[config.mk]
export PLATFORM = sky130hd
export DESIGN_NAME = pid_damped_derivative_unit
export DESIGN_NICKNAME = d
export VERILOG_FILES = /design/src/rtl/pdd_pkg.sv /design/src/rtl/pdd_dp.sv /design/src/rtl/pdd_ctrl.sv /design/src/rtl/pid_damped_derivative_unit.sv
export VERILOG_INCLUDE_DIRS = /design/src /design/src/rtl
export SDC_FILE = /design/constraint.sdc
export NUM_CORES = 2
export LEC_CHECK = 0
export ABC_AREA = 1
export ABC_CLOCK_PERIOD_IN_PS = 10700
export BUFFER_PORTS_ARGS = -buffer_cell sky130_fd_sc_hd__buf_4
export CORE_MARGIN = 1.5
export CORE_UTILIZATION = 50
export CTS_CLUSTER_DIAMETER = 50
export DETAILED_ROUTE_END_ITERATION = 12
export GPL_ROUTABILITY_DRIVEN = 0
export GPL_TIMING_DRIVEN = 0
export MAX_ROUTING_LAYER = met4
export PLACE_DENSITY_LB_ADDON = 0.12
export SLEW_MARGIN = 15
export SYNTH_ARGS = -nofsm -noshare
export SYNTH_HDL_FRONTEND = slang
export SYNTH_SLANG_ARGS = --single-unit
[constraint.sdc]
create_clock -name clk -period 10.7 [get_ports clk]
set_input_delay 1.605 -clock clk [delete_from_list [all_inputs] [get_ports clk]]
set_output_delay 1.605 -clock clk [all_outputs]
set_load 0.01 [all_outputs]
[src/rtl/assert_macros.svh]
// Assertion macros shared by the damped-derivative PID RTL.
// No dependencies; included by modules that carry concurrent checks.
`ifndef ASSERT_MACROS_SVH
`define ASSERT_MACROS_SVH

// Property holds at every clock edge outside reset.
`define PDD_ASSERT_ALWAYS(label, clk, rst, prop, msg) \
  label: assert property (@(posedge clk) disable iff (rst) (prop)) else $error(msg);

// Consequent holds in the same cycle as the antecedent.
`define PDD_ASSERT_IMPLY(label, clk, rst, ante, cons, msg) \
  label: assert property (@(posedge clk) disable iff (rst) (ante) |-> (cons)) else $error(msg);

// Consequent holds in the cycle after the antecedent.
`define PDD_ASSERT_NEXT(label, clk, rst, ante, cons, msg) \
  label: assert property (@(posedge clk) disable iff (rst) (ante) |=> (cons)) else $error(msg);

`endif

[src/rtl/pdd_pkg.sv]
// Shared widths, command codes and interface structs for the damped-derivative PID.
// No dependencies; used by pdd_dp, pdd_ctrl and pid_damped_derivative_unit.
package pdd_pkg;

  localparam int ErrW    = 16;
  localparam int GainW   = 16;
  localparam int LimW    = 23;
  localparam int IntegW  = 25;
  localparam int DiffW   = 17;
  localparam int DriveW  = 24;
  localparam int MulAW   = 25;
  localparam int MulBW   = 17;
  localparam int MulPW   = MulAW + MulBW;
  localparam int ProdPW  = 32;
  localparam int ProdIW  = 41;
  localparam int ProdDW  = 33;
  localparam int SqW     = 31;
  localparam int PiW     = 42;
  localparam int PiQW    = PiW - 8;
  localparam int QuoW    = 24;
  localparam int RemW    = 31;
  localparam int SumW    = 35;
  localparam int CntW    = 5;
  localparam int AddrW   = 5;
  localparam int DataW   = 32;

  localparam logic [CntW-1:0] MulLast = CntW'(3);
  localparam logic [CntW-1:0] DivLast = CntW'(QuoW - 1);
  localparam logic [LimW-1:0] LimReset = {LimW{1'b1}};

  localparam logic OP_SAMPLE = 1'b0;
  localparam logic OP_CLEAR  = 1'b1;

  typedef enum logic [2:0] {
    CMD_IDLE,
    CMD_LOAD,
    CMD_CLEAR,
    CMD_MUL,
    CMD_DIV_INIT,
    CMD_DIV_STEP,
    CMD_SUM,
    CMD_FINISH
  } cmd_op_t;

  typedef enum logic [1:0] {
    MUL_P,
    MUL_I,
    MUL_D,
    MUL_SQ
  } mul_sel_t;

  typedef struct packed {
    cmd_op_t  op;
    mul_sel_t sel;
  } cmd_t;

  typedef struct packed {
    logic out_full;
  } sts_t;

  typedef struct packed {
    logic signed [GainW-1:0] gain_p;
    logic signed [GainW-1:0] gain_i;
    logic signed [GainW-1:0] gain_d;
    logic [LimW-1:0]         output_limit;
    logic [LimW-1:0]         windup_limit;
  } cfg_t;

endpackage

[src/rtl/pdd_dp.sv]
// Datapath: integral/derivative state, shared multiplier, restoring divider, output clamp.
// Depends on pdd_pkg and assert_macros.svh; driven by commands from pdd_ctrl.
`include "assert_macros.svh"

module pdd_dp (
  input  logic                              clk,
  input  logic                              rst,
  input  pdd_pkg::cmd_t                     cmd,
  output pdd_pkg::sts_t                     sts,
  input  pdd_pkg::cfg_t                     cfg,
  input  logic signed [pdd_pkg::ErrW-1:0]   error_in,
  output logic                              m_tvalid,
  input  logic                              m_tready,
  output logic [pdd_pkg::DriveW-1:0]        m_tdata    // [23:0] drive
);

  logic signed [pdd_pkg::IntegW-1:0] integral;
  logic signed [pdd_pkg::ErrW-1:0]   last_error;
  logic signed [pdd_pkg::ErrW-1:0]   e_reg;
  logic signed [pdd_pkg::DiffW-1:0]  d_reg;
  logic signed [pdd_pkg::ProdPW-1:0] prod_p;
  logic signed [pdd_pkg::ProdIW-1:0] prod_i;
  logic signed [pdd_pkg::ProdDW-1:0] prod_d;
  logic [pdd_pkg::SqW-1:0]           prod_sq;
  logic signed [pdd_pkg::PiW-1:0]    pi_sum;
  logic signed [pdd_pkg::PiQW-1:0]   pi_q;
  logic [pdd_pkg::SqW-1:0]           den;
  logic [pdd_pkg::RemW-1:0]          rem;
  logic [pdd_pkg::QuoW-1:0]          work;
  logic                              neg;
  logic signed [pdd_pkg::SumW-1:0]   dsum;
  logic [pdd_pkg::DriveW-1:0]        out_data;
  logic                              out_valid;

  logic signed [pdd_pkg::IntegW-1:0] integ_add;
  logic signed [pdd_pkg::IntegW-1:0] wlim_pos;
  logic signed [pdd_pkg::IntegW-1:0] wlim_neg;
  logic signed [pdd_pkg::IntegW-1:0] integ_next;
  logic signed [pdd_pkg::DiffW-1:0]  diff;
  logic signed [pdd_pkg::MulAW-1:0]  mul_a;
  logic signed [pdd_pkg::MulBW-1:0]  mul_b;
  logic signed [pdd_pkg::MulPW-1:0]  mul_p;
  logic signed [pdd_pkg::ProdDW-1:0] neg_d;
  logic [pdd_pkg::ProdDW-1:0]        mag_d;
  logic [pdd_pkg::RemW:0]            shifted;
  logic [pdd_pkg::RemW:0]            den_ext;
  logic [pdd_pkg::RemW:0]            sub;
  logic                              ge;
  logic signed [pdd_pkg::PiW-1:0]    pi_round;
  logic signed [pdd_pkg::QuoW:0]     quo_s;
  logic signed [pdd_pkg::QuoW:0]     dterm;
  logic signed [pdd_pkg::SumW-1:0]   olim_pos;
  logic signed [pdd_pkg::SumW-1:0]   olim_neg;
  logic signed [pdd_pkg::SumW-1:0]   clamped;
  logic signed [pdd_pkg::DriveW-1:0] out_lim_s;

  // integral update with windup clamp
  assign integ_add = integral + pdd_pkg::IntegW'(error_in);
  assign wlim_pos  = $signed({2'b00, cfg.windup_limit});
  assign wlim_neg  = -wlim_pos;

  always_comb begin
    if (integ_add > wlim_pos) begin
      integ_next = wlim_pos;
    end else if (integ_add < wlim_neg) begin
      integ_next = wlim_neg;
    end else begin
      integ_next = integ_add;
    end
  end

  assign diff = pdd_pkg::DiffW'(error_in) - pdd_pkg::DiffW'(last_error);

  // shared multiplier operand select
  always_comb begin
    case (cmd.sel)
      pdd_pkg::MUL_P: begin
        mul_a = pdd_pkg::MulAW'(e_reg);
        mul_b = pdd_pkg::MulBW'(cfg.gain_p);
      end
      pdd_pkg::MUL_I: begin
        mul_a = integral;
        mul_b = pdd_pkg::MulBW'(cfg.gain_i);
      end
      pdd_pkg::MUL_D: begin
        mul_a = pdd_pkg::MulAW'(cfg.gain_d);
        mul_b = d_reg;
      end
      pdd_pkg::MUL_SQ: begin
        mul_a = pdd_pkg::MulAW'(e_reg);
        mul_b = pdd_pkg::MulBW'(e_reg);
      end
      default: begin
        mul_a = pdd_pkg::MulAW'(e_reg);
        mul_b = pdd_pkg::MulBW'(cfg.gain_p);
      end
    endcase
  end

  assign mul_p = mul_a * mul_b;

  // divider set-up and step
  assign neg_d   = -prod_d;
  assign mag_d   = prod_d[pdd_pkg::ProdDW-1] ? neg_d : prod_d;
  assign shifted = {rem, work[pdd_pkg::QuoW-1]};
  assign den_ext = {1'b0, den};
  assign ge      = (shifted >= den_ext);
  assign sub     = shifted - den_ext;

  assign pi_round = pi_sum + (pi_sum[pdd_pkg::PiW-1] ? pdd_pkg::PiW'(255) : pdd_pkg::PiW'(0));
  assign quo_s    = $signed({1'b0, work});
  assign dterm    = neg ? -quo_s : quo_s;

  assign olim_pos = $signed({{(pdd_pkg::SumW - pdd_pkg::LimW){1'b0}}, cfg.output_limit});
  assign olim_neg = -olim_pos;

  always_comb begin
    if (dsum > olim_pos) begin
      clamped = olim_pos;
    end else if (dsum < olim_neg) begin
      clamped = olim_neg;
    end else begin
      clamped = dsum;
    end
  end

  always_ff @(posedge clk) begin
    if (rst) begin
      integral   <= '0;
      last_error <= '0;
      out_valid  <= 1'b0;
    end else begin
      if (out_valid && m_tready) begin
        out_valid <= 1'b0;
      end
      case (cmd.op)
        pdd_pkg::CMD_LOAD: begin
          integral   <= integ_next;
          last_error <= error_in;
          e_reg      <= error_in;
          d_reg      <= diff;
        end
        pdd_pkg::CMD_CLEAR: begin
          last_error <= '0;
        end
        pdd_pkg::CMD_MUL: begin
          case (cmd.sel)
            pdd_pkg::MUL_P:  prod_p  <= mul_p[pdd_pkg::ProdPW-1:0];
            pdd_pkg::MUL_I:  prod_i  <= mul_p[pdd_pkg::ProdIW-1:0];
            pdd_pkg::MUL_D:  prod_d  <= mul_p[pdd_pkg::ProdDW-1:0];
            pdd_pkg::MUL_SQ: prod_sq <= mul_p[pdd_pkg::SqW-1:0];
            default:         prod_p  <= mul_p[pdd_pkg::ProdPW-1:0];
          endcase
        end
        pdd_pkg::CMD_DIV_INIT: begin
          pi_sum <= pdd_pkg::PiW'(prod_p) + pdd_pkg::PiW'(prod_i);
          neg    <= prod_d[pdd_pkg::ProdDW-1];
          rem    <= pdd_pkg::RemW'(mag_d[31:16]);
          work   <= {mag_d[15:0], 8'h00};
          den    <= prod_sq + pdd_pkg::SqW'(65536);
        end
        pdd_pkg::CMD_DIV_STEP: begin
          rem  <= ge ? sub[pdd_pkg::RemW-1:0] : shifted[pdd_pkg::RemW-1:0];
          work <= {work[pdd_pkg::QuoW-2:0], ge};
          pi_q <= pi_round[pdd_pkg::PiW-1:8];
        end
        pdd_pkg::CMD_SUM: begin
          dsum <= pdd_pkg::SumW'(pi_q) + pdd_pkg::SumW'(dterm);
        end
        pdd_pkg::CMD_FINISH: begin
          out_data  <= clamped[pdd_pkg::DriveW-1:0];
          out_valid <= 1'b1;
        end
        default: begin
        end
      endcase
    end
  end

  assign sts.out_full = out_valid;
  assign m_tvalid     = out_valid;
  assign m_tdata      = out_data;
  assign out_lim_s    = $signed({1'b0, cfg.output_limit});

  `PDD_ASSERT_IMPLY(a_drive_in_limit, clk, rst, m_tvalid, ($signed(m_tdata) <= out_lim_s) && ($signed(m_tdata) >= -out_lim_s), "drive outside output limit")
  `PDD_ASSERT_IMPLY(a_finish_when_free, clk, rst, cmd.op == pdd_pkg::CMD_FINISH, !out_valid, "result overwrites pending transaction")

endmodule

[src/rtl/pdd_ctrl.sv]
// Controller FSM: sequences load, four multiplies, divider steps, sum and output.
// Depends on pdd_pkg and assert_macros.svh; drives pdd_dp through cmd_t.
`include "assert_macros.svh"

module pdd_ctrl (
  input  logic           clk,
  input  logic           rst,
  input  logic           s_tvalid,
  input  logic           s_tuser,
  output logic           s_tready,
  output pdd_pkg::cmd_t  cmd,
  input  pdd_pkg::sts_t  sts
);

  typedef enum logic [2:0] {
    ST_IDLE,
    ST_MUL,
    ST_DIV_INIT,
    ST_DIV,
    ST_SUM,
    ST_DONE
  } state_t;

  state_t                    state;
  logic [pdd_pkg::CntW-1:0]  cnt;
  logic                      ready;
  logic                      accept;

  assign accept   = s_tvalid && ready;
  assign s_tready = ready;

  always_comb begin
    cmd.op  = pdd_pkg::CMD_IDLE;
    cmd.sel = pdd_pkg::MUL_P;
    case (state)
      ST_IDLE: begin
        if (accept) begin
          cmd.op = (s_tuser == pdd_pkg::OP_CLEAR) ? pdd_pkg::CMD_CLEAR : pdd_pkg::CMD_LOAD;
        end
      end
      ST_MUL: begin
        cmd.op  = pdd_pkg::CMD_MUL;
        cmd.sel = pdd_pkg::mul_sel_t'(cnt[1:0]);
      end
      ST_DIV_INIT: cmd.op = pdd_pkg::CMD_DIV_INIT;
      ST_DIV:      cmd.op = pdd_pkg::CMD_DIV_STEP;
      ST_SUM:      cmd.op = pdd_pkg::CMD_SUM;
      ST_DONE: begin
        if (!sts.out_full) begin
          cmd.op = pdd_pkg::CMD_FINISH;
        end
      end
      default: cmd.op = pdd_pkg::CMD_IDLE;
    endcase
  end

  always_ff @(posedge clk) begin
    if (rst) begin
      state <= ST_IDLE;
      cnt   <= '0;
      ready <= 1'b1;
    end else begin
      case (state)
        ST_IDLE: begin
          if (accept && s_tuser == pdd_pkg::OP_SAMPLE) begin
            state <= ST_MUL;
            cnt   <= '0;
            ready <= 1'b0;
          end
        end
        ST_MUL: begin
          if (cnt == pdd_pkg::MulLast) begin
            state <= ST_DIV_INIT;
            cnt   <= '0;
          end else begin
            cnt <= cnt + 1'b1;
          end
        end
        ST_DIV_INIT: begin
          state <= ST_DIV;
          cnt   <= '0;
        end
        ST_DIV: begin
          if (cnt == pdd_pkg::DivLast) begin
            state <= ST_SUM;
          end else begin
            cnt <= cnt + 1'b1;
          end
        end
        ST_SUM: state <= ST_DONE;
        ST_DONE: begin
          if (!sts.out_full) begin
            state <= ST_IDLE;
            ready <= 1'b1;
          end
        end
        default: begin
          state <= ST_IDLE;
          ready <= 1'b1;
        end
      endcase
    end
  end

  `PDD_ASSERT_IMPLY(a_ready_only_idle, clk, rst, ready, state == ST_IDLE, "ready outside idle")
  `PDD_ASSERT_NEXT(a_busy_after_sample, clk, rst, accept && s_tuser == pdd_pkg::OP_SAMPLE, !ready, "sample transaction did not start work")
  `PDD_ASSERT_NEXT(a_div_to_sum, clk, rst, state == ST_DIV && cnt == pdd_pkg::DivLast, cmd.op == pdd_pkg::CMD_SUM, "divider step count wrong")

endmodule

[src/rtl/pid_damped_derivative_unit.sv]
// Positional PID, integral clamp, derivative damped by 1/(1+e*e); APB registers.
// Depends on pdd_pkg, pdd_ctrl and pdd_dp.
// Drive is valid after the multiply, divider and sum steps, once the output register is free.
// No new sample is accepted until that result is registered; each sample passes through
// the 24-step restoring divider and four times through the shared multiplier; a clear stays in idle.
// Reset (synchronous): gains 0, both limits at full scale, integral and previous error 0.
module pid_damped_derivative_unit (
  input  logic                          clk,
  input  logic                          rst,
  input  logic                          psel,
  input  logic                          penable,
  input  logic                          pwrite,
  input  logic [pdd_pkg::AddrW-1:0]     paddr,
  input  logic [pdd_pkg::DataW-1:0]     pwdata,
  output logic [pdd_pkg::DataW-1:0]     prdata,
  output logic                          pready,
  input  logic                          s_tvalid,
  output logic                          s_tready,
  input  logic [pdd_pkg::ErrW-1:0]      s_tdata,   // [15:0] error_in
  input  logic                          s_tuser,   // [0] op
  output logic                          m_tvalid,
  input  logic                          m_tready,
  output logic [pdd_pkg::DriveW-1:0]    m_tdata    // [23:0] drive
);

  typedef enum logic [2:0] {
    REG_GAIN_P,
    REG_GAIN_I,
    REG_GAIN_D,
    REG_OUTPUT_LIMIT,
    REG_WINDUP_LIMIT
  } reg_idx_t;

  pdd_pkg::cfg_t  cfg;
  pdd_pkg::cmd_t  cmd;
  pdd_pkg::sts_t  sts;
  reg_idx_t       idx;
  logic           wr_en;

  assign pready = 1'b1;
  assign wr_en  = psel && penable && pwrite && pready;
  assign idx    = reg_idx_t'(paddr[4:2]);

  always_ff @(posedge clk) begin
    if (rst) begin
      cfg.gain_p       <= '0;
      cfg.gain_i       <= '0;
      cfg.gain_d       <= '0;
      cfg.output_limit <= pdd_pkg::LimReset;
      cfg.windup_limit <= pdd_pkg::LimReset;
    end else if (wr_en) begin
      case (idx)
        REG_GAIN_P:       cfg.gain_p       <= pwdata[pdd_pkg::GainW-1:0];
        REG_GAIN_I:       cfg.gain_i       <= pwdata[pdd_pkg::GainW-1:0];
        REG_GAIN_D:       cfg.gain_d       <= pwdata[pdd_pkg::GainW-1:0];
        REG_OUTPUT_LIMIT: cfg.output_limit <= pwdata[pdd_pkg::LimW-1:0];
        REG_WINDUP_LIMIT: cfg.windup_limit <= pwdata[pdd_pkg::LimW-1:0];
        default: begin
        end
      endcase
    end
  end

  always_comb begin
    case (idx)
      REG_GAIN_P:       prdata = pdd_pkg::DataW'(unsigned'(cfg.gain_p));
      REG_GAIN_I:       prdata = pdd_pkg::DataW'(unsigned'(cfg.gain_i));
      REG_GAIN_D:       prdata = pdd_pkg::DataW'(unsigned'(cfg.gain_d));
      REG_OUTPUT_LIMIT: prdata = pdd_pkg::DataW'(cfg.output_limit);
      REG_WINDUP_LIMIT: prdata = pdd_pkg::DataW'(cfg.windup_limit);
      default:          prdata = '0;
    endcase
  end

  pdd_ctrl u_ctrl (
    .clk      (clk),
    .rst      (rst),
    .s_tvalid (s_tvalid),
    .s_tuser  (s_tuser),
    .s_tready (s_tready),
    .cmd      (cmd),
    .sts      (sts)
  );

  pdd_dp u_dp (
    .clk      (clk),
    .rst      (rst),
    .cmd      (cmd),
    .sts      (sts),
    .cfg      (cfg),
    .error_in ($signed(s_tdata)),
    .m_tvalid (m_tvalid),
    .m_tready (m_tready),
    .m_tdata  (m_tdata)
  );

endmodule
==> impl_metrics.tcl <==
set metrics [dict create \
    cts-root-buf "clkbuf_16" \
    synth_edf_count 392 \
    regMostFlops "cfg" \
    worst_path_max_delay_cell "clkbuf_1" \
    final_nets 6859 \
    cp_common_cell "inv_1" \
    cts_tree "yes" \
    drv_cap 0 \
    yosysTopAreaCellShare_pct 24.2 \
    fillers 8910 \
    postCtsSetupBuffers 0 \
    largest_register_ff_count 94 \
    critPathMaxFanout 10 \
    finalHoldViolations 0 \
    cts_num_sinks 537 \
    synth_seq_cells 537 \
    met1_usage_pct 41.9 \
    async_reset_ff_share_pct 0 \
    grt_max_degree 35 \
    rsz0062_at_grt "no" \
    dp_worst_setup_slack_ns 0.414 \
    whs_ns 0.416 \
    pin_count 120 \
    max_freq_mhz 99.5 \
    gr-max-usage-layer "met2" \
    outcome "completed" \
    numCtsBuffers 76 \
    cp-startpoint "u_ctrl.state[0]$_SDFFE_PP0P_" \
    wl_um 152000 \
    min_from "u_dp.prod_sq[14]$_DFFE_PP_" \
    antenna_left 0 \
    period_minus_slack_ns 10.05 \
    synth_area_leaders "edfxtp_1, fa_1, ha_1, nand2_1, inv_1" \
    row_count 114 \
    yosysUniqueCellTypes 66 \
    syn_inst 5812 \
    start_util_pct 50.4 \
    grt_pass1_wl_um 232000 \
    p_leak_uw 0.0250 \
    seq_area_frac_synth_pct 30.1 \
    drt_iter0_drc 4026 \
    path_clk_slew_ns 0.06 \
    critPathMaxStageDelay_ns 0.73 \
    antenna_found_initial 2 \
    synth_area_leader_cell "edfxtp_1" \
    syn-cell-area_um2 48700 \
    relSlewSlack_pct 7.93 \
    via_per_inst 5.61 \
    dp_hpwl_um 124000 \
    slew_viol_final 0 \
    reg.largest.list "cfg x94, u_dp.pi_sum x42, u_dp.prod_i x41" \
    worst_pin_slew_ns 1.37 \
    die-width_um 315 \
    synth_warnings 0 \
    grt_util_met3_pct 5.46 \
    reg2reg_slack_ns 0.65 \
    grt_pass1_vias 39700 \
    fin_tns_setup_ns 0 \
    avgSynthCellArea_um2 8.39 \
    gr-usage-all-layers_pct 31.7 \
    fin_crit_sh_pct 93.9 \
    die_y_um 315 \
    worstPathRequired_ns 11.02 \
    vdd.ir_drop.worst_uv 253 \
    cellPowerDensity_nw_per_um2 216 \
    drc 0 \
    drive_gt1_share_pct 6.58 \
    synthTopCellsByCount "nand2_1, inv_1, nor2_1" \
    core-area_um2 96700 \
    fin_skew_ns 0.0313 \
    die_area_um2 99400 \
    clockBufferDepth 3 \
    met2_usage_pct 49.4 \
    port_buffers 97 \
    worst_ep_arrival_time_ns 10.36 \
    wire_per_inst_um 20.6 \
    synth_most_common_cell "nand2_1" \
    fin_ws_ns 0.651 \
    clk_latency_ns 0.63 \
    via_count 41200 \
    dr.pass1.iters 6 \
    start_kind "register" \
    holdCritPathClass "register to register" \
    grt_overflow 0 \
    htree_num_levels 3 \
    end_kind "register" \
    area_delta_synth_final_pct 11.2 \
    path_class "register to register" \
    r2r_start "u_ctrl.state[0]$_SDFFE_PP0P_" \
    synth_ff_type "edfxtp_1" \
    finalSetupViolCount 0 \
]
[worst paths after layout]
kind                          endpoint  depth (start not counted)
max reg2reg  u_dp.prod_p[29]$_DFFE_PP_                         32
min             u_dp.den[14]$_DFFE_PP_                          0
max          u_dp.prod_p[29]$_DFFE_PP_                         32
min reg2reg     u_dp.den[14]$_DFFE_PP_                          0
[stage by stage]
stage                     cells  power [uW]  utilization, %  area [um2]
after floorplan            5820        6910               -       48800
after global placement     7193        8960            52.8       51100
after detailed placement   7212        9030            53.2       51500
after CTS                  7352       11700            56.0       54200
after global routing       7354       12600            56.1       54200
final                      7354       11700            56.1       54200
[routing by layer]
| metal | share of wire (%) | wire, um |
|---|---|---|
| met5 | 0 | 0 |
| met4 | 3.4 | 5180 |
| met3 | 9.3 | 14100 |
| met2 | 45 | 68700 |
| met1 | 42 | 63700 |
[layout by cell type, fill, tap and decap left out, drive strengths merged, types with 9 or more instances in the layout]
cell type | netlist | routed
a21o | 27 | 27
a21oi | 339 | 339
a221oi | 18 | 18
a31oi | 29 | 29
a32o | 14 | 14
buf | 48 | 165
bufinv | 0 | 11
clkbuf | 110 | 196
clkinv | 18 | 31
clkinvlp | 0 | 9
conb | 2 | 10
dfxtp | 145 | 145
edfxtp | 392 | 392
fa | 415 | 415
ha | 368 | 368
inv | 956 | 976
nand2 | 1033 | 1033
nand3 | 229 | 229
nand4 | 44 | 44
nor2 | 708 | 708
nor3 | 86 | 86
nor4 | 29 | 29
o211ai | 49 | 49
o21a | 14 | 14
o21ai | 345 | 345
o21bai | 17 | 17
o22ai | 42 | 42
or2 | 16 | 16
xnor2 | 79 | 79
xor2 | 189 | 189
[power breakdown]
| part | switching [uW] | leakage, uW | total [uW] | internal (uW) |
|---|---|---|---|---|
| combinational | 4150 | 0.0190 | 6130 | 1970 |
| sequential | 100 | 0.00474 | 2890 | 2790 |
| clock | 1040 | 0.00130 | 2700 | 1660 |
[logic make-up (layout without fill, tap and decap cells)]
family	count (synthesis)	after routing	share of synthesized area, %
flops	537	537	30.1
fa+ha+maj	783	783	26.5
compound gates	927	927	10.9
simple gates	2163	2163	18.7
other cells	2	11	0.0154
xor+xnor	268	268	4.85
buf+inv	1132	1389	8.95
[worst max-delay path, delay by kind of cell (launching register included)]
kind,cells,cell delay (ns)
AND/OR/NAND/NOR,6,1.29
XOR/XNOR,1,0.66
AO/OA/AOI/OAI,5,1.44
adder cells (fa/ha/maj),8,3.83
buffers and inverters,12,2.09
flip-flops,1,0.40
[layout make-up]
cell class | instances | area (um2) | share of cell area (%)
well taps | 1276 | 1600 | 2.95
multi-input cells | 4151 | 29800 | 55.0
clock inverters | 53 | 692 | 1.28
plain buffers | 158 | 714 | 1.32
diodes | 1 | 2.50 | 0.00462
clock buffers | 87 | 2020 | 3.72
inverters | 974 | 3660 | 6.74
repair buffers | 117 | 1030 | 1.90
flip-flops and latches | 537 | 14700 | 27.1
[repair_timing]
item,4_1_cts,5_1_grt
hold buffers,0,0
gates resized for setup,0,3
endpoints found under the setup margin,0,8
No activity file was read; power rests on OpenSTA's default activity.
